--- config.mk ---
export PLATFORM = sky130hd
export DESIGN_NAME = imu_motion_accel_integrator_top
export DESIGN_NICKNAME = d
export VERILOG_FILES = /design/src/hw/rtl/imac_pkg.sv /design/src/hw/rtl/imac_mul.sv /design/src/hw/rtl/imac_div.sv /design/src/hw/rtl/imu_motion_accel_integrator_top.sv
export SDC_FILE = /design/constraint.sdc
export NUM_CORES = 2
export LEC_CHECK = 0
export BUFFER_PORTS_ARGS = -buffer_cell sky130_fd_sc_hd__buf_2
export CELL_PAD_IN_SITES_DETAIL_PLACEMENT = 0
export CELL_PAD_IN_SITES_GLOBAL_PLACEMENT = 1
export CORE_AREA = 10 10 396 495
export DETAILED_ROUTE_END_ITERATION = 10
export DIE_AREA = 0 0 406 505
export PLACE_DENSITY = 0.87
export SYNTH_ARGS = -nofsm -noshare
export SYNTH_HDL_FRONTEND = slang
export SYNTH_SLANG_ARGS = --single-unit
--- constraint.sdc ---
create_clock -name clock -period 23.2 [get_ports clock]
set_input_delay 2.32 -clock clock [delete_from_list [all_inputs] [get_ports clock]]
set_output_delay 2.32 -clock clock [all_outputs]
set_load 0.05 [all_outputs]
--- src/hw/rtl/imac_pkg.sv ---
// shared types, widths, constants and rounding helpers for the imu motion integrator
// used by imac_mul, imac_div and imu_motion_accel_integrator_top
`default_nettype none

package imac_pkg;

   // stream word widths
   localparam int IN_DATA_W  = 144;
   localparam int OUT_DATA_W = 160;
   localparam int CSR_IDX_W  = 3;
   localparam int CSR_DATA_W = 16;

   // field widths
   localparam int ACC_W  = 16;
   localparam int Q_W    = 16;
   localparam int YAW_W  = 15;
   localparam int TIME_W = 16;
   localparam int VEL_W  = 32;
   localparam int POS_W  = 48;

   // shared digit-serial multiplier: signed a times signed b
   localparam int MUL_AW    = 34;
   localparam int MUL_BW    = 20;
   localparam int MUL_DIGIT = 4;
   localparam int MUL_STEPS = MUL_BW / MUL_DIGIT;
   localparam int MUL_PW    = MUL_AW + MUL_DIGIT + MUL_BW;
   localparam int MUL_CNT_W = $clog2(MUL_STEPS + 1);
   localparam int PROD_W    = 56;

   // bit-serial divider: unsigned numerator over unsigned denominator
   localparam int DIV_NW    = 38;
   localparam int DIV_DW    = TIME_W + 1;
   localparam int DIV_CNT_W = $clog2(DIV_NW + 1);

   // filter numerator and gravity widths
   localparam int NUM_W = 40;
   localparam int GB_W  = 22;
   localparam int D_W   = GB_W + 1;

   localparam int PROD_CNT = 9;

   localparam logic signed [MUL_AW-1:0] K_HALF    = MUL_AW'(134217728);
   localparam logic signed [PROD_W-1:0] RND_HALF  = PROD_W'(134217728);
   localparam int                       RND_SHIFT = 28;
   localparam logic signed [MUL_BW-1:0] GRAVITY_Q10 = MUL_BW'(10045);
   localparam logic signed [16:0]       PI_Q12      = 17'sd12868;
   localparam logic signed [31:0]       TURN_Q12    = 32'sd25735;

   typedef enum logic [CSR_IDX_W-1:0] {
      CSR_LOWPASS_TIME = 3'd0,
      CSR_DEADBAND_HOR = 3'd1,
      CSR_DEADBAND_VER = 3'd2,
      CSR_STILL_LIMIT  = 3'd3,
      CSR_WARMUP_STEPS = 3'd4
   } csr_index_type;

   typedef logic signed [PROD_W-1:0] prod_type;

   typedef struct packed {
      logic                     start;
      logic signed [MUL_AW-1:0] a;
      logic signed [MUL_BW-1:0] b;
   } mul_req_type;

   typedef struct packed {
      logic     busy;
      logic     done;
      prod_type prod;
   } mul_rsp_type;

   typedef struct packed {
      logic              start;
      logic [DIV_NW-1:0] num;
      logic [DIV_DW-1:0] den;
   } div_req_type;

   typedef struct packed {
      logic              busy;
      logic              done;
      logic [DIV_NW-1:0] quot;
   } div_rsp_type;

   // shift right by 28, round half away from zero
   function automatic prod_type rsr28(input prod_type v);
      prod_type r;
      if (v >= 0) begin
         r = (v + RND_HALF) >>> RND_SHIFT;
      end else begin
         r = -((-v + RND_HALF) >>> RND_SHIFT);
      end
      return r;
   endfunction

   function automatic logic signed [15:0] sat16(input prod_type v);
      logic signed [15:0] r;
      if (v > prod_type'(32767)) begin
         r = 16'sh7fff;
      end else if (v < prod_type'(-32768)) begin
         r = -16'sh8000;
      end else begin
         r = 16'(v);
      end
      return r;
   endfunction

endpackage

`default_nettype wire

--- src/hw/rtl/imac_mul.sv ---
// shared signed multiplier, one 4-bit digit of b per cycle
// depends on imac_pkg
`default_nettype none

module imac_mul (
   input  wire logic                 clock,
   input  wire logic                 reset,
   input  wire imac_pkg::mul_req_type req,
   output imac_pkg::mul_rsp_type     rsp
);
   import imac_pkg::*;

   logic [MUL_AW-1:0]    amag_ff, amag_in;
   logic [MUL_BW-1:0]    bsh_ff, bsh_in;
   logic [MUL_PW-1:0]    p_ff, p_in;
   logic [MUL_CNT_W-1:0] cnt_ff, cnt_in;
   logic                 neg_ff, neg_in;
   logic                 done_ff, done_in;

   logic [MUL_AW+MUL_DIGIT-1:0] partial;
   logic [MUL_AW+MUL_DIGIT:0]   hi_sum;
   logic [MUL_PW:0]             shifted;

   assign partial = (MUL_AW+MUL_DIGIT)'(amag_ff) *
                    (MUL_AW+MUL_DIGIT)'(bsh_ff[MUL_DIGIT-1:0]);
   assign hi_sum  = {1'b0, p_ff[MUL_PW-1:MUL_BW]} + {1'b0, partial};
   assign shifted = {hi_sum, p_ff[MUL_BW-1:0]} >> MUL_DIGIT;

   always_comb begin
      amag_in = amag_ff;
      bsh_in  = bsh_ff;
      p_in    = p_ff;
      cnt_in  = cnt_ff;
      neg_in  = neg_ff;
      done_in = 1'b0;
      if (req.start) begin
         amag_in = req.a[MUL_AW-1] ? MUL_AW'(-req.a) : MUL_AW'(req.a);
         bsh_in  = req.b[MUL_BW-1] ? MUL_BW'(-req.b) : MUL_BW'(req.b);
         neg_in  = req.a[MUL_AW-1] ^ req.b[MUL_BW-1];
         p_in    = '0;
         cnt_in  = MUL_CNT_W'(MUL_STEPS);
      end else if (cnt_ff != '0) begin
         p_in    = shifted[MUL_PW-1:0];
         bsh_in  = bsh_ff >> MUL_DIGIT;
         cnt_in  = cnt_ff - 1'b1;
         done_in = (cnt_ff == MUL_CNT_W'(1));
      end
   end

   always_ff @(posedge clock) begin
      if (reset) begin
         cnt_ff  <= '0;
         done_ff <= 1'b0;
      end else begin
         cnt_ff  <= cnt_in;
         done_ff <= done_in;
      end
      amag_ff <= amag_in;
      bsh_ff  <= bsh_in;
      p_ff    <= p_in;
      neg_ff  <= neg_in;
   end

   assign rsp.busy = (cnt_ff != '0);
   assign rsp.done = done_ff;
   assign rsp.prod = neg_ff ? -$signed(p_ff[PROD_W-1:0]) : $signed(p_ff[PROD_W-1:0]);

endmodule

`default_nettype wire

--- src/hw/rtl/imac_div.sv ---
// restoring divider, one quotient bit per cycle
// depends on imac_pkg
`default_nettype none

module imac_div (
   input  wire logic                 clock,
   input  wire logic                 reset,
   input  wire imac_pkg::div_req_type req,
   output imac_pkg::div_rsp_type     rsp
);
   import imac_pkg::*;

   logic [DIV_NW-1:0]    q_ff, q_in;
   logic [DIV_DW-1:0]    rem_ff, rem_in;
   logic [DIV_DW-1:0]    den_ff, den_in;
   logic [DIV_CNT_W-1:0] cnt_ff, cnt_in;
   logic                 done_ff, done_in;

   logic [DIV_DW:0] trial;
   logic [DIV_DW:0] diff;
   logic            ge;

   assign trial = {rem_ff, q_ff[DIV_NW-1]};
   assign diff  = trial - {1'b0, den_ff};
   assign ge    = (trial >= {1'b0, den_ff});

   always_comb begin
      q_in    = q_ff;
      rem_in  = rem_ff;
      den_in  = den_ff;
      cnt_in  = cnt_ff;
      done_in = 1'b0;
      if (req.start) begin
         q_in   = req.num;
         rem_in = '0;
         den_in = req.den;
         cnt_in = DIV_CNT_W'(DIV_NW);
      end else if (cnt_ff != '0) begin
         rem_in  = ge ? diff[DIV_DW-1:0] : trial[DIV_DW-1:0];
         q_in    = {q_ff[DIV_NW-2:0], ge};
         cnt_in  = cnt_ff - 1'b1;
         done_in = (cnt_ff == DIV_CNT_W'(1));
      end
   end

   always_ff @(posedge clock) begin
      if (reset) begin
         cnt_ff  <= '0;
         done_ff <= 1'b0;
      end else begin
         cnt_ff  <= cnt_in;
         done_ff <= done_in;
      end
      q_ff   <= q_in;
      rem_ff <= rem_in;
      den_ff <= den_in;
   end

   assign rsp.busy = (cnt_ff != '0);
   assign rsp.done = done_ff;
   assign rsp.quot = q_ff;

endmodule

`default_nettype wire

--- src/hw/rtl/imu_motion_accel_integrator_top.sv ---
// imu motion integrator top: gravity removal, low-pass, earth rotation, deadband,
// velocity/position integration and yaw unwrap; uses imac_pkg, imac_mul, imac_div
//
// channel  | dir | handshake            | payload
// ---------+-----+----------------------+----------------------------------------------
// req      | in  | req_tvalid/tready    | req_tdata: accel xyz, quat wxyz, yaw, step time
// rsp      | out | rsp_tvalid/tready    | rsp_tdata: earth accel xyz, vel, pos, yaw total
//          |     |                      | rsp_tuser: ready_res
// csr      | in  | csr_valid/csr_ready  | csr_index, csr_data
//
// one word at a time: each word takes 27 products on the shared 4-bit-digit multiplier
// and three 38-bit quotients on the bit-serial divider, or 21 products and no quotients
// when lowpass time and step time are both zero
// a new word is taken once the previous result sits in the output register
// reset is synchronous and restores the register defaults and clears the control and persistent state
// a stalled result holds the sequencer in its last state, which also keeps req_tready low
`default_nettype none

module imu_motion_accel_integrator_top (
   input  wire logic                                 clock,
   input  wire logic                                 reset,
   input  wire logic                                 req_tvalid,
   output logic                                      req_tready,
   // accel_x, accel_y, accel_z, quat_w, quat_x, quat_y, quat_z, yaw_angle, step_time_us
   input  wire logic [imac_pkg::IN_DATA_W-1:0]       req_tdata,
   output logic                                      rsp_tvalid,
   input  wire logic                                 rsp_tready,
   // earth_accel_x, earth_accel_y, earth_accel_z, velocity, position, yaw_total
   output logic [imac_pkg::OUT_DATA_W-1:0]           rsp_tdata,
   // ready_res
   output logic                                      rsp_tuser,
   input  wire logic                                 csr_valid,
   output logic                                      csr_ready,
   input  wire logic [imac_pkg::CSR_IDX_W-1:0]       csr_index,
   input  wire logic [imac_pkg::CSR_DATA_W-1:0]      csr_data
);
   import imac_pkg::*;

   typedef enum logic [3:0] {
      S_IDLE, S_QP, S_GB, S_FD, S_FM, S_DV, S_RT, S_RND, S_UPD, S_POS, S_OUT
   } state_type;

   state_type state_ff, state_in;
   logic [3:0] idx_ff, idx_in;
   logic [1:0] col_ff, col_in;
   logic       go_ff, go_in;

   // configuration
   logic [15:0] tc_ff, tc_in;
   logic [9:0]  dbh_ff, dbh_in;
   logic [9:0]  dbv_ff, dbv_in;
   logic [7:0]  lim_ff, lim_in;
   logic [15:0] wsteps_ff, wsteps_in;

   // captured input word
   logic signed [ACC_W-1:0] acc_ff [3], acc_in [3];
   logic signed [Q_W-1:0]   q_ff [4], q_in [4];
   logic signed [YAW_W-1:0] yaw_ff, yaw_in;
   logic [TIME_W-1:0]       dt_ff, dt_in;

   // working values
   logic signed [31:0]     p_ff [PROD_CNT], p_in [PROD_CNT];
   logic signed [GB_W-1:0] gb_ff [3], gb_in [3];
   logic signed [NUM_W-1:0] num_ff, num_in;
   prod_type               racc_ff, racc_in;
   logic signed [15:0]     e_ff [3], e_in [3];
   logic                   run_ff, run_in;

   // persistent state
   logic signed [15:0]    m_ff [3], m_in [3];
   logic signed [VEL_W-1:0] vel_ff, vel_in;
   logic signed [POS_W-1:0] pos_ff, pos_in;
   logic [7:0]            still_ff, still_in;
   logic [15:0]           warm_ff, warm_in;
   logic signed [15:0]    turns_ff, turns_in;
   logic signed [15:0]    yprev_ff, yprev_in;
   logic                  rdy_ff, rdy_in;

   // result register
   logic                  rsp_valid_ff, rsp_valid_in;
   logic [OUT_DATA_W-1:0] rsp_data_ff, rsp_data_in;
   logic                  rsp_user_ff, rsp_user_in;

   mul_req_type mul_req;
   mul_rsp_type mul_rsp;
   div_req_type div_req;
   div_rsp_type div_rsp;

   imac_mul u_mul (.clock(clock), .reset(reset), .req(mul_req), .rsp(mul_rsp));
   imac_div u_div (.clock(clock), .reset(reset), .req(div_req), .rsp(div_rsp));

   // doubled rotation coefficients, Q28
   logic signed [MUL_AW-1:0] k00, k01, k02, k10, k11, k12, k20, k21, k22;
   logic signed [MUL_AW-1:0] pw01, pw02, pw03, pw12, pw13, pw23, pw11, pw22, pw33;

   assign pw01 = MUL_AW'(p_ff[0]);
   assign pw02 = MUL_AW'(p_ff[1]);
   assign pw03 = MUL_AW'(p_ff[2]);
   assign pw12 = MUL_AW'(p_ff[3]);
   assign pw13 = MUL_AW'(p_ff[4]);
   assign pw23 = MUL_AW'(p_ff[5]);
   assign pw11 = MUL_AW'(p_ff[6]);
   assign pw22 = MUL_AW'(p_ff[7]);
   assign pw33 = MUL_AW'(p_ff[8]);

   assign k00 = (K_HALF - pw22 - pw33) <<< 1;
   assign k01 = (pw12 - pw03) <<< 1;
   assign k02 = (pw13 + pw02) <<< 1;
   assign k10 = (pw12 + pw03) <<< 1;
   assign k11 = (K_HALF - pw11 - pw33) <<< 1;
   assign k12 = (pw23 - pw01) <<< 1;
   assign k20 = (pw13 - pw02) <<< 1;
   assign k21 = (pw23 + pw01) <<< 1;
   assign k22 = (K_HALF - pw11 - pw22) <<< 1;

   logic [1:0]               krow, kcol, msel;
   logic signed [MUL_AW-1:0] ksel;
   logic signed [Q_W-1:0]    qa, qb;
   logic signed [15:0]       m_pick;
   logic signed [D_W-1:0]    dval;
   logic [DIV_DW-1:0]        den;
   logic [NUM_W-1:0]         num_mag;
   logic signed [NUM_W-1:0]  quot_s;

   assign krow   = (state_ff == S_GB) ? 2'd2 : idx_ff[1:0];
   assign kcol   = (state_ff == S_GB) ? idx_ff[1:0] : col_ff;
   assign msel   = (state_ff == S_RT) ? col_ff : idx_ff[1:0];
   assign m_pick = m_ff[msel];
   assign dval   = D_W'(acc_ff[idx_ff[1:0]]) - D_W'(gb_ff[idx_ff[1:0]]);
   assign den    = {1'b0, tc_ff} + {1'b0, dt_ff};
   assign num_mag = num_ff[NUM_W-1] ? NUM_W'(-num_ff) : NUM_W'(num_ff);
   assign quot_s  = num_ff[NUM_W-1] ? -$signed({2'b00, div_rsp.quot})
                                    : $signed({2'b00, div_rsp.quot});

   always_comb begin
      case ({krow, kcol})
         4'h0:    ksel = k00;
         4'h1:    ksel = k01;
         4'h2:    ksel = k02;
         4'h4:    ksel = k10;
         4'h5:    ksel = k11;
         4'h6:    ksel = k12;
         4'h8:    ksel = k20;
         4'h9:    ksel = k21;
         4'ha:    ksel = k22;
         default: ksel = '0;
      endcase
   end

   // quaternion pairs in product order: 01 02 03 12 13 23 11 22 33
   always_comb begin
      case (idx_ff)
         4'd0:    begin qa = q_ff[0]; qb = q_ff[1]; end
         4'd1:    begin qa = q_ff[0]; qb = q_ff[2]; end
         4'd2:    begin qa = q_ff[0]; qb = q_ff[3]; end
         4'd3:    begin qa = q_ff[1]; qb = q_ff[2]; end
         4'd4:    begin qa = q_ff[1]; qb = q_ff[3]; end
         4'd5:    begin qa = q_ff[2]; qb = q_ff[3]; end
         4'd6:    begin qa = q_ff[1]; qb = q_ff[1]; end
         4'd7:    begin qa = q_ff[2]; qb = q_ff[2]; end
         4'd8:    begin qa = q_ff[3]; qb = q_ff[3]; end
         default: begin qa = '0;      qb = '0;      end
      endcase
   end

   // update-step helpers
   logic signed [16:0]      e0w, e1w, e2w;
   logic [16:0]             e0a, e1a, e2a;
   logic signed [15:0]      ex, ey, ez;
   logic [7:0]              still_n;
   logic                    vclr;
   logic signed [VEL_W-1:0] vel_c;
   logic signed [VEL_W:0]   vsum;
   logic signed [16:0]      ydiff;
   logic signed [POS_W:0]   psum;
   logic signed [31:0]      yaw_total;
   logic                    run_now;

   assign e0w = 17'(e_ff[0]);
   assign e1w = 17'(e_ff[1]);
   assign e2w = 17'(e_ff[2]);
   assign e0a = e0w[16] ? 17'(-e0w) : 17'(e0w);
   assign e1a = e1w[16] ? 17'(-e1w) : 17'(e1w);
   assign e2a = e2w[16] ? 17'(-e2w) : 17'(e2w);
   assign ex  = (e0a < {7'b0, dbh_ff}) ? 16'sd0 : e_ff[0];
   assign ey  = (e1a < {7'b0, dbh_ff}) ? 16'sd0 : e_ff[1];
   assign ez  = (e2a < {7'b0, dbv_ff}) ? 16'sd0 : e_ff[2];
   assign still_n = ((e2a < {7'b0, dbv_ff}) && (still_ff != 8'hff)) ? still_ff + 8'd1
                                                                     : still_ff;
   assign vclr    = (still_n > lim_ff);
   assign vel_c   = vclr ? '0 : vel_ff;
   assign vsum    = (VEL_W+1)'(vel_c) + (VEL_W+1)'(ey);
   assign ydiff   = 17'(yaw_ff) - 17'(yprev_ff);
   assign run_now = (warm_ff > wsteps_ff);
   assign psum    = (POS_W+1)'(pos_ff) + (POS_W+1)'(vel_ff);
   assign yaw_total = 32'(turns_ff) * TURN_Q12 + 32'(yprev_ff);

   always_comb begin
      state_in  = state_ff;
      idx_in    = idx_ff;
      col_in    = col_ff;
      go_in     = go_ff;
      tc_in     = tc_ff;
      dbh_in    = dbh_ff;
      dbv_in    = dbv_ff;
      lim_in    = lim_ff;
      wsteps_in = wsteps_ff;
      acc_in    = acc_ff;
      q_in      = q_ff;
      yaw_in    = yaw_ff;
      dt_in     = dt_ff;
      p_in      = p_ff;
      gb_in     = gb_ff;
      num_in    = num_ff;
      racc_in   = racc_ff;
      e_in      = e_ff;
      run_in    = run_ff;
      m_in      = m_ff;
      vel_in    = vel_ff;
      pos_in    = pos_ff;
      still_in  = still_ff;
      warm_in   = warm_ff;
      turns_in  = turns_ff;
      yprev_in  = yprev_ff;
      rdy_in    = rdy_ff;
      rsp_valid_in = rsp_valid_ff & ~rsp_tready;
      rsp_data_in  = rsp_data_ff;
      rsp_user_in  = rsp_user_ff;
      mul_req.start = 1'b0;
      mul_req.a     = ksel;
      mul_req.b     = MUL_BW'(m_pick);
      div_req.start = 1'b0;
      div_req.num   = DIV_NW'(num_mag + NUM_W'(den >> 1));
      div_req.den   = den;

      // register writes
      if (csr_valid) begin
         case (csr_index)
            CSR_LOWPASS_TIME: tc_in     = csr_data;
            CSR_DEADBAND_HOR: dbh_in    = csr_data[9:0];
            CSR_DEADBAND_VER: dbv_in    = csr_data[9:0];
            CSR_STILL_LIMIT:  lim_in    = csr_data[7:0];
            CSR_WARMUP_STEPS: wsteps_in = csr_data;
            default: ;
         endcase
      end

      case (state_ff)
         S_IDLE: begin
            if (req_tvalid) begin
               acc_in[0] = req_tdata[15:0];
               acc_in[1] = req_tdata[31:16];
               acc_in[2] = req_tdata[47:32];
               q_in[0]   = req_tdata[63:48];
               q_in[1]   = req_tdata[79:64];
               q_in[2]   = req_tdata[95:80];
               q_in[3]   = req_tdata[111:96];
               yaw_in    = req_tdata[126:112];
               dt_in     = req_tdata[142:127];
               idx_in    = '0;
               col_in    = '0;
               go_in     = 1'b0;
               state_in  = S_QP;
            end
         end
         S_QP: begin
            mul_req.a = MUL_AW'(qa);
            mul_req.b = MUL_BW'(qb);
            if (!go_ff) begin
               mul_req.start = 1'b1;
               go_in = 1'b1;
            end else if (mul_rsp.done) begin
               p_in[idx_ff] = 32'(mul_rsp.prod);
               go_in = 1'b0;
               if (idx_ff == 4'(PROD_CNT - 1)) begin
                  idx_in   = '0;
                  state_in = S_GB;
               end else begin
                  idx_in = idx_ff + 4'd1;
               end
            end
         end
         S_GB: begin
            mul_req.b = GRAVITY_Q10;
            if (!go_ff) begin
               mul_req.start = 1'b1;
               go_in = 1'b1;
            end else if (mul_rsp.done) begin
               gb_in[idx_ff[1:0]] = GB_W'(rsr28(mul_rsp.prod));
               go_in = 1'b0;
               if (idx_ff == 4'd2) begin
                  idx_in   = '0;
                  // zero time constant and zero step hold the filter
                  state_in = (den != '0) ? S_FD : S_RT;
               end else begin
                  idx_in = idx_ff + 4'd1;
               end
            end
         end
         S_FD: begin
            mul_req.a = MUL_AW'(dval);
            mul_req.b = MUL_BW'($signed({1'b0, dt_ff}));
            if (!go_ff) begin
               mul_req.start = 1'b1;
               go_in = 1'b1;
            end else if (mul_rsp.done) begin
               num_in   = NUM_W'(mul_rsp.prod);
               go_in    = 1'b0;
               state_in = S_FM;
            end
         end
         S_FM: begin
            mul_req.a = MUL_AW'(m_pick);
            mul_req.b = MUL_BW'($signed({1'b0, tc_ff}));
            if (!go_ff) begin
               mul_req.start = 1'b1;
               go_in = 1'b1;
            end else if (mul_rsp.done) begin
               num_in   = num_ff + NUM_W'(mul_rsp.prod);
               go_in    = 1'b0;
               state_in = S_DV;
            end
         end
         S_DV: begin
            if (!go_ff) begin
               div_req.start = 1'b1;
               go_in = 1'b1;
            end else if (div_rsp.done) begin
               m_in[idx_ff[1:0]] = sat16(PROD_W'(quot_s));
               go_in = 1'b0;
               if (idx_ff == 4'd2) begin
                  idx_in   = '0;
                  col_in   = '0;
                  state_in = S_RT;
               end else begin
                  idx_in   = idx_ff + 4'd1;
                  state_in = S_FD;
               end
            end
         end
         S_RT: begin
            if (!go_ff) begin
               mul_req.start = 1'b1;
               go_in = 1'b1;
            end else if (mul_rsp.done) begin
               racc_in = ((col_ff == 2'd0) ? prod_type'(0) : racc_ff) + mul_rsp.prod;
               go_in   = 1'b0;
               if (col_ff == 2'd2) begin
                  state_in = S_RND;
               end else begin
                  col_in = col_ff + 2'd1;
               end
            end
         end
         S_RND: begin
            e_in[idx_ff[1:0]] = sat16(rsr28(racc_ff));
            col_in = '0;
            if (idx_ff == 4'd2) begin
               state_in = S_UPD;
            end else begin
               idx_in   = idx_ff + 4'd1;
               state_in = S_RT;
            end
         end
         S_UPD: begin
            e_in[0]  = ex;
            e_in[1]  = ey;
            e_in[2]  = ez;
            still_in = vclr ? 8'd0 : still_n;
            run_in   = run_now;
            if (run_now) begin
               if (vsum > (VEL_W+1)'(33'sh0_7fff_ffff)) begin
                  vel_in = 32'sh7fff_ffff;
               end else if (vsum < -(VEL_W+1)'(33'sh0_8000_0000)) begin
                  vel_in = 32'sh8000_0000;
               end else begin
                  vel_in = VEL_W'(vsum);
               end
               rdy_in = 1'b1;
               if (ydiff >= PI_Q12) begin
                  if (turns_ff != 16'sh8000) turns_in = turns_ff - 16'sd1;
               end else if (ydiff <= -PI_Q12) begin
                  if (turns_ff != 16'sh7fff) turns_in = turns_ff + 16'sd1;
               end
               yprev_in = 16'(yaw_ff);
            end else begin
               vel_in = vel_c;
               if (warm_ff != 16'hffff) warm_in = warm_ff + 16'd1;
            end
            state_in = S_POS;
         end
         S_POS: begin
            if (run_ff) begin
               if (psum[POS_W] != psum[POS_W-1]) begin
                  pos_in = psum[POS_W] ? {1'b1, {(POS_W-1){1'b0}}}
                                       : {1'b0, {(POS_W-1){1'b1}}};
               end else begin
                  pos_in = POS_W'(psum);
               end
            end
            state_in = S_OUT;
         end
         S_OUT: begin
            if (!rsp_valid_ff || rsp_tready) begin
               rsp_valid_in = 1'b1;
               rsp_data_in  = {yaw_total, pos_ff, vel_ff, e_ff[2], e_ff[1], e_ff[0]};
               rsp_user_in  = rdy_ff;
               state_in     = S_IDLE;
            end
         end
         default: state_in = S_IDLE;
      endcase
   end

   always_ff @(posedge clock) begin
      if (reset) begin
         state_ff     <= S_IDLE;
         idx_ff       <= '0;
         col_ff       <= '0;
         go_ff        <= 1'b0;
         tc_ff        <= 16'd8900;
         dbh_ff       <= 10'd20;
         dbv_ff       <= 10'd41;
         lim_ff       <= 8'd10;
         wsteps_ff    <= 16'd3000;
         m_ff         <= '{default: '0};
         vel_ff       <= '0;
         pos_ff       <= '0;
         still_ff     <= '0;
         warm_ff      <= '0;
         turns_ff     <= '0;
         yprev_ff     <= '0;
         rdy_ff       <= 1'b0;
         run_ff       <= 1'b0;
         rsp_valid_ff <= 1'b0;
      end else begin
         state_ff     <= state_in;
         idx_ff       <= idx_in;
         col_ff       <= col_in;
         go_ff        <= go_in;
         tc_ff        <= tc_in;
         dbh_ff       <= dbh_in;
         dbv_ff       <= dbv_in;
         lim_ff       <= lim_in;
         wsteps_ff    <= wsteps_in;
         m_ff         <= m_in;
         vel_ff       <= vel_in;
         pos_ff       <= pos_in;
         still_ff     <= still_in;
         warm_ff      <= warm_in;
         turns_ff     <= turns_in;
         yprev_ff     <= yprev_in;
         rdy_ff       <= rdy_in;
         run_ff       <= run_in;
         rsp_valid_ff <= rsp_valid_in;
      end
      acc_ff      <= acc_in;
      q_ff        <= q_in;
      yaw_ff      <= yaw_in;
      dt_ff       <= dt_in;
      p_ff        <= p_in;
      gb_ff       <= gb_in;
      num_ff      <= num_in;
      racc_ff     <= racc_in;
      e_ff        <= e_in;
      rsp_data_ff <= rsp_data_in;
      rsp_user_ff <= rsp_user_in;
   end

   assign req_tready = (state_ff == S_IDLE);
   assign rsp_tvalid = rsp_valid_ff;
   assign rsp_tdata  = rsp_data_ff;
   assign rsp_tuser  = rsp_user_ff;
   assign csr_ready  = 1'b1;

   // a product is only launched on an idle multiplier
   a_mul_free: assert property (@(posedge clock) disable iff (reset)
      mul_req.start |-> !mul_rsp.busy)
      else $error("multiplier started while busy");

   // the divider never sees a zero denominator
   a_div_den: assert property (@(posedge clock) disable iff (reset)
      div_req.start |-> (div_req.den != '0))
      else $error("divide by zero launched");

   // once integration has run the ready flag stays set
   a_rdy_sticky: assert property (@(posedge clock) disable iff (reset)
      rdy_ff |=> rdy_ff)
      else $error("ready flag dropped");

   // an accepted word always starts the quaternion products
   a_start: assert property (@(posedge clock) disable iff (reset)
      (req_tvalid && req_tready) |=> (state_ff == S_QP && idx_ff == '0))
      else $error("accepted word did not start the sequence");

endmodule

`default_nettype wire

==> impl_metrics.yaml <==
sta:
  slew_violations: 0
  rsz_0062_raised_after_global_routing: "no"
  finalHoldWorstSlack_ns: 0.455
  timing.final.crit_period_ns: 9.95
  tightestPinTransition_ns: 1.32
  fin_crit_sh: 0.429
  max_slew_margin: 0.117
  setup_viol_count_final: 0
  sum_of_negative_setup_slack_ns: 0
  clock.fmax_mhz: 100
  final-hold-violation-count: 0
  clock_skew_ns: 0.0352
hold_path:
  min_path_cells: 2
  whs_endpoint: "dbh_ff[3]$_SDFFE_PP0P_"
  hold_path.startpoint: "dbh_ff[3]$_SDFFE_PP0P_"
  class_of_the_tightest_hold_or_removal_check: "flop to flop"
synthesis:
  synth_largest_type_area_fraction: 0.296
  yosys-top-cells-area: "sky130_fd_sc_hd__edfxtp_1, sky130_fd_sc_hd__ha_1, sky130_fd_sc_hd__dfxtp_1, sky130_fd_sc_hd__xnor2_1, sky130_fd_sc_hd__fa_1"
  async_flop_share: 0
  synth_top_area_cell: "sky130_fd_sc_hd__edfxtp_1"
  post_synth_instance_area_sq_um: 92600
  synthCells: 10000
  syn_avg_cell_area_sq_um: 9.24
  synthDistinctLibCells: 99
  synth-seq-cells: 1252
  synth_edf_count: 912
  yosysSeqAreaShare: 0.369
  synth_ff_type: "sky130_fd_sc_hd__edfxtp_1"
  yosysWarnings: 0
worst_setup_path:
  critical_path_required_ns: 23.92
  setup.worst_path.class: "flop to flop"
  slowest_delay_ns: 0.80
  timing.critical_path.mode_cell: "sky130_fd_sc_hd__a21o_1"
  reg2reg_setup_slack_ns: 13.25
  largest_driver_fanout_on_the_critical_path: 41
  crit_slowest_cell: "sky130_fd_sc_hd__nand2b_1"
  arrival_ns: 10.67
  crit-reg2reg-capture: "vel_ff[14]$_SDFFE_PP0P_"
  timing.reg2reg.worst_path_depth: 43
  worstSetupStartpointType: "flop"
  critical_path.reg2reg.startpoint: "e2w[0]$_SDFFCE_PP0P_"
  worst_setup_path_end_kind: "flop"
routing:
  wl_per_cell_microns: 23.1
  num_vias: 78700
  postRouteWirelength_mm: 295
  detail_route.vias_per_cell: 6.16
  drt_first_pass_iters: 9
  detail_route.iter0.violations: 7091
  drc: 0
  ant_nets: 0
run:
  drv.max_cap_violation_count: 0
grt:
  number_of_antenna_violations_at_the_first_check_in_global_routing: 21
  grt_busiest_layer: "met2"
  track_usage: 0.277
  gr-total-overflow: 0
  global_route_wire_length_before_repair_mm: 446
  gr-usage-met2: 0.466
  groute.layer.met1.usage: 0.336
  first_global_vias: 76000
  grt_max_degree: 83
  grt_util_met3: 0.0523
final_layout:
  leading_cell_type_in_the_layout_fill_and_taps_excluded: "sky130_fd_sc_hd__edfxtp_1"
  layout-drive-gt1-share: 0.0826
  ff_latch_area_sq_um: 34200
  final_cell_mix: "sky130_fd_sc_hd__edfxtp_1, sky130_fd_sc_hd__nand2_1, sky130_fd_sc_hd__a21oi_1"
  filler_instances: 16500
  finalInstanceArea_sq_um: 102000
  area_delta_synth_final_pct: 9.83
  finish.net_count: 11300
  layout.cells.non_filler: 12800
  multiInputGateArea_sq_um: 54800
floorplanning:
  initial_core_util: 0.499
  die_y_microns: 505
  placement_rows: 177
  fp.dieArea_sq_um: 205000
  core_sq_um: 186000
  io-pin-count: 332
  die_w_microns: 406
clock_network:
  cts_htree_levels: 4
  cts.root.buffer_cell: "sky130_fd_sc_hd__clkbuf_16"
  clk_latency_ns: 0.82
  clock_path_buffers: 3
  tritoncts: "done"
  cts_sinks: 1252
  post_cts_resize_count: 0
  cts-buffers-inserted: 143
  path_clk_slew_ns: 0.06
  postCtsHoldBufs: 0
  cts_setup_buffers: 0
place:
  place.detailed.instances: 12500
  placement.cell_area_sq_um: 96900
  finalWeightedCongestion: 0.945
  port_buffers: 329
  dp_hpwl_mm: 228
power_and_ir_drop:
  worst_ir_drop_vdd_mv: 0.155
  total_power_mw: 13.6
  power-per-cell-area_nw_per_um2: 134
  p_leak_nw: 41.4
outcome:
  run_status: "complete, no violations"
Yosys cell counts, types with 24 or more instances:
cell type / number
sky130_fd_sc_hd__edfxtp_1: 912
sky130_fd_sc_hd__nand2_1: 905
sky130_fd_sc_hd__a21oi_1: 812
sky130_fd_sc_hd__nor2_1: 781
sky130_fd_sc_hd__ha_1: 707
sky130_fd_sc_hd__o21ai_0: 645
sky130_fd_sc_hd__inv_1: 605
sky130_fd_sc_hd__xnor2_1: 540
sky130_fd_sc_hd__clkbuf_1: 369
sky130_fd_sc_hd__dfxtp_1: 340
sky130_fd_sc_hd__xor2_1: 275
sky130_fd_sc_hd__nor3_1: 217
sky130_fd_sc_hd__a21o_1: 216
sky130_fd_sc_hd__fa_1: 210
sky130_fd_sc_hd__nand3_1: 177
sky130_fd_sc_hd__a211oi_1: 169
sky130_fd_sc_hd__nor2b_1: 163
sky130_fd_sc_hd__mux2i_1: 136
sky130_fd_sc_hd__nand2b_1: 126
sky130_fd_sc_hd__and2_1: 117
sky130_fd_sc_hd__o31ai_1: 114
sky130_fd_sc_hd__o21a_1: 94
sky130_fd_sc_hd__and3_1: 92
sky130_fd_sc_hd__or3_1: 90
sky130_fd_sc_hd__a31oi_1: 87
sky130_fd_sc_hd__nand4_1: 87
sky130_fd_sc_hd__nor4_1: 75
sky130_fd_sc_hd__or2_2: 64
sky130_fd_sc_hd__o21bai_1: 61
sky130_fd_sc_hd__or4_1: 56
sky130_fd_sc_hd__o211ai_1: 46
sky130_fd_sc_hd__o41ai_1: 44
sky130_fd_sc_hd__a21boi_0: 40
sky130_fd_sc_hd__o22ai_1: 38
sky130_fd_sc_hd__a222oi_1: 35
sky130_fd_sc_hd__a221oi_1: 31
sky130_fd_sc_hd__nand3b_1: 31
sky130_fd_sc_hd__a2111oi_0: 29
sky130_fd_sc_hd__buf_1: 28
sky130_fd_sc_hd__o31a_1: 27
sky130_fd_sc_hd__a22oi_1: 25
sky130_fd_sc_hd__a211o_1: 24
sky130_fd_sc_hd__and4_1: 24
sky130_fd_sc_hd__o2bb2ai_1: 24
cell type report:
cell class / count / area share
timing repair buffer: 464 / 0.0262
inverter: 610 / 0.0225
multi-input combinational: 7759 / 0.538
antenna: 10 / 0.000246
clock inverter: 86 / 0.00874
clock buffer: 180 / 0.0379
sequential: 1252 / 0.336
tap: 2416 / 0.0297
per-layer routing:
layer,vias up,part of all wire
li1,36900,-
met1,37900,0.39
met5,-,0.00029
met3,687,0.078
met4,14,0.057
met2,3076,0.47
where the power goes:
part / total, mW / internal (mW) / leakage (nW) / switching, mW
clock network: 2.33 / 1.32 / 2.29 / 1.00
logic: 7.90 / 2.92 / 27.9 / 4.98
registers: 3.40 / 3.06 / 11.2 / 0.338
total: 13.6 / 7.31 / 41.4 / 6.32
metrics by stage:
| step | utilization | worst slack (ns) |
|---|---|---|
| final | 0.548 | 13.25 |
| after global routing | 0.548 | 12.47 |
| after CTS | 0.548 | 13.30 |
| after detailed placement | 0.522 | 13.39 |
| after global placement | 0.522 | 13.34 |
| after floorplan | - | 14.76 |
state kept, by name, summed over array words and instances, names as in the netlist, 17 cells and up:
register and flops:
vel_ff 32, u_mul.p_ff 55, p_ff 288, rsp_tdata 160
gb_ff 66, pos_ff 48, q_ff 64, m_ff 48
u_mul.amag_ff 34, acc_ff 48, num_ff 40, u_mul.bsh_ff 20
u_div.den_ff 17, u_div.q_ff 38, u_div.rem_ff 17, racc_ff 56
critical path, delay by kind of cell, from the launching register on:
kind / cells / cell delay (ns)
muxes: 1 / 0.36
DFF: 1 / 0.46
buffers and inverters: 4 / 0.76
AOI/OAI and AO/OA: 26 / 5.05
and+or+nand+nor: 7 / 1.81
adders and majority gates: 5 / 1.38
cell families after synthesis:
group | count (synthesis) | synth area share
flops | 1252 | 0.369
other cells | 2 | 0.0000811
fa+ha+maj | 926 | 0.142
buf+inv | 1017 | 0.0415
xor+xnor | 816 | 0.0773
mux | 152 | 0.0166
simple gates | 3084 | 0.162
compound gates | 2776 | 0.192
how the worst max path moves through the flow:
stage          slack [ns]                 start                 endpoint
2_1_floorplan       14.76  e2w[1]$_SDFFCE_PP0P_  vel_ff[22]$_SDFFE_PP0P_
4_1_cts             13.30  e2w[0]$_SDFFCE_PP0P_  vel_ff[27]$_SDFFE_PP0P_
3_3_place_gp        13.34  e2w[0]$_SDFFCE_PP0P_  vel_ff[27]$_SDFFE_PP0P_
3_5_place_dp        13.39  e2w[0]$_SDFFCE_PP0P_  vel_ff[27]$_SDFFE_PP0P_
5_1_grt             12.47  e2w[0]$_SDFFCE_PP0P_  vel_ff[20]$_SDFFE_PP0P_
6_report            13.25  e2w[0]$_SDFFCE_PP0P_  vel_ff[14]$_SDFFE_PP0P_
(Power assumes the default switching activity.)
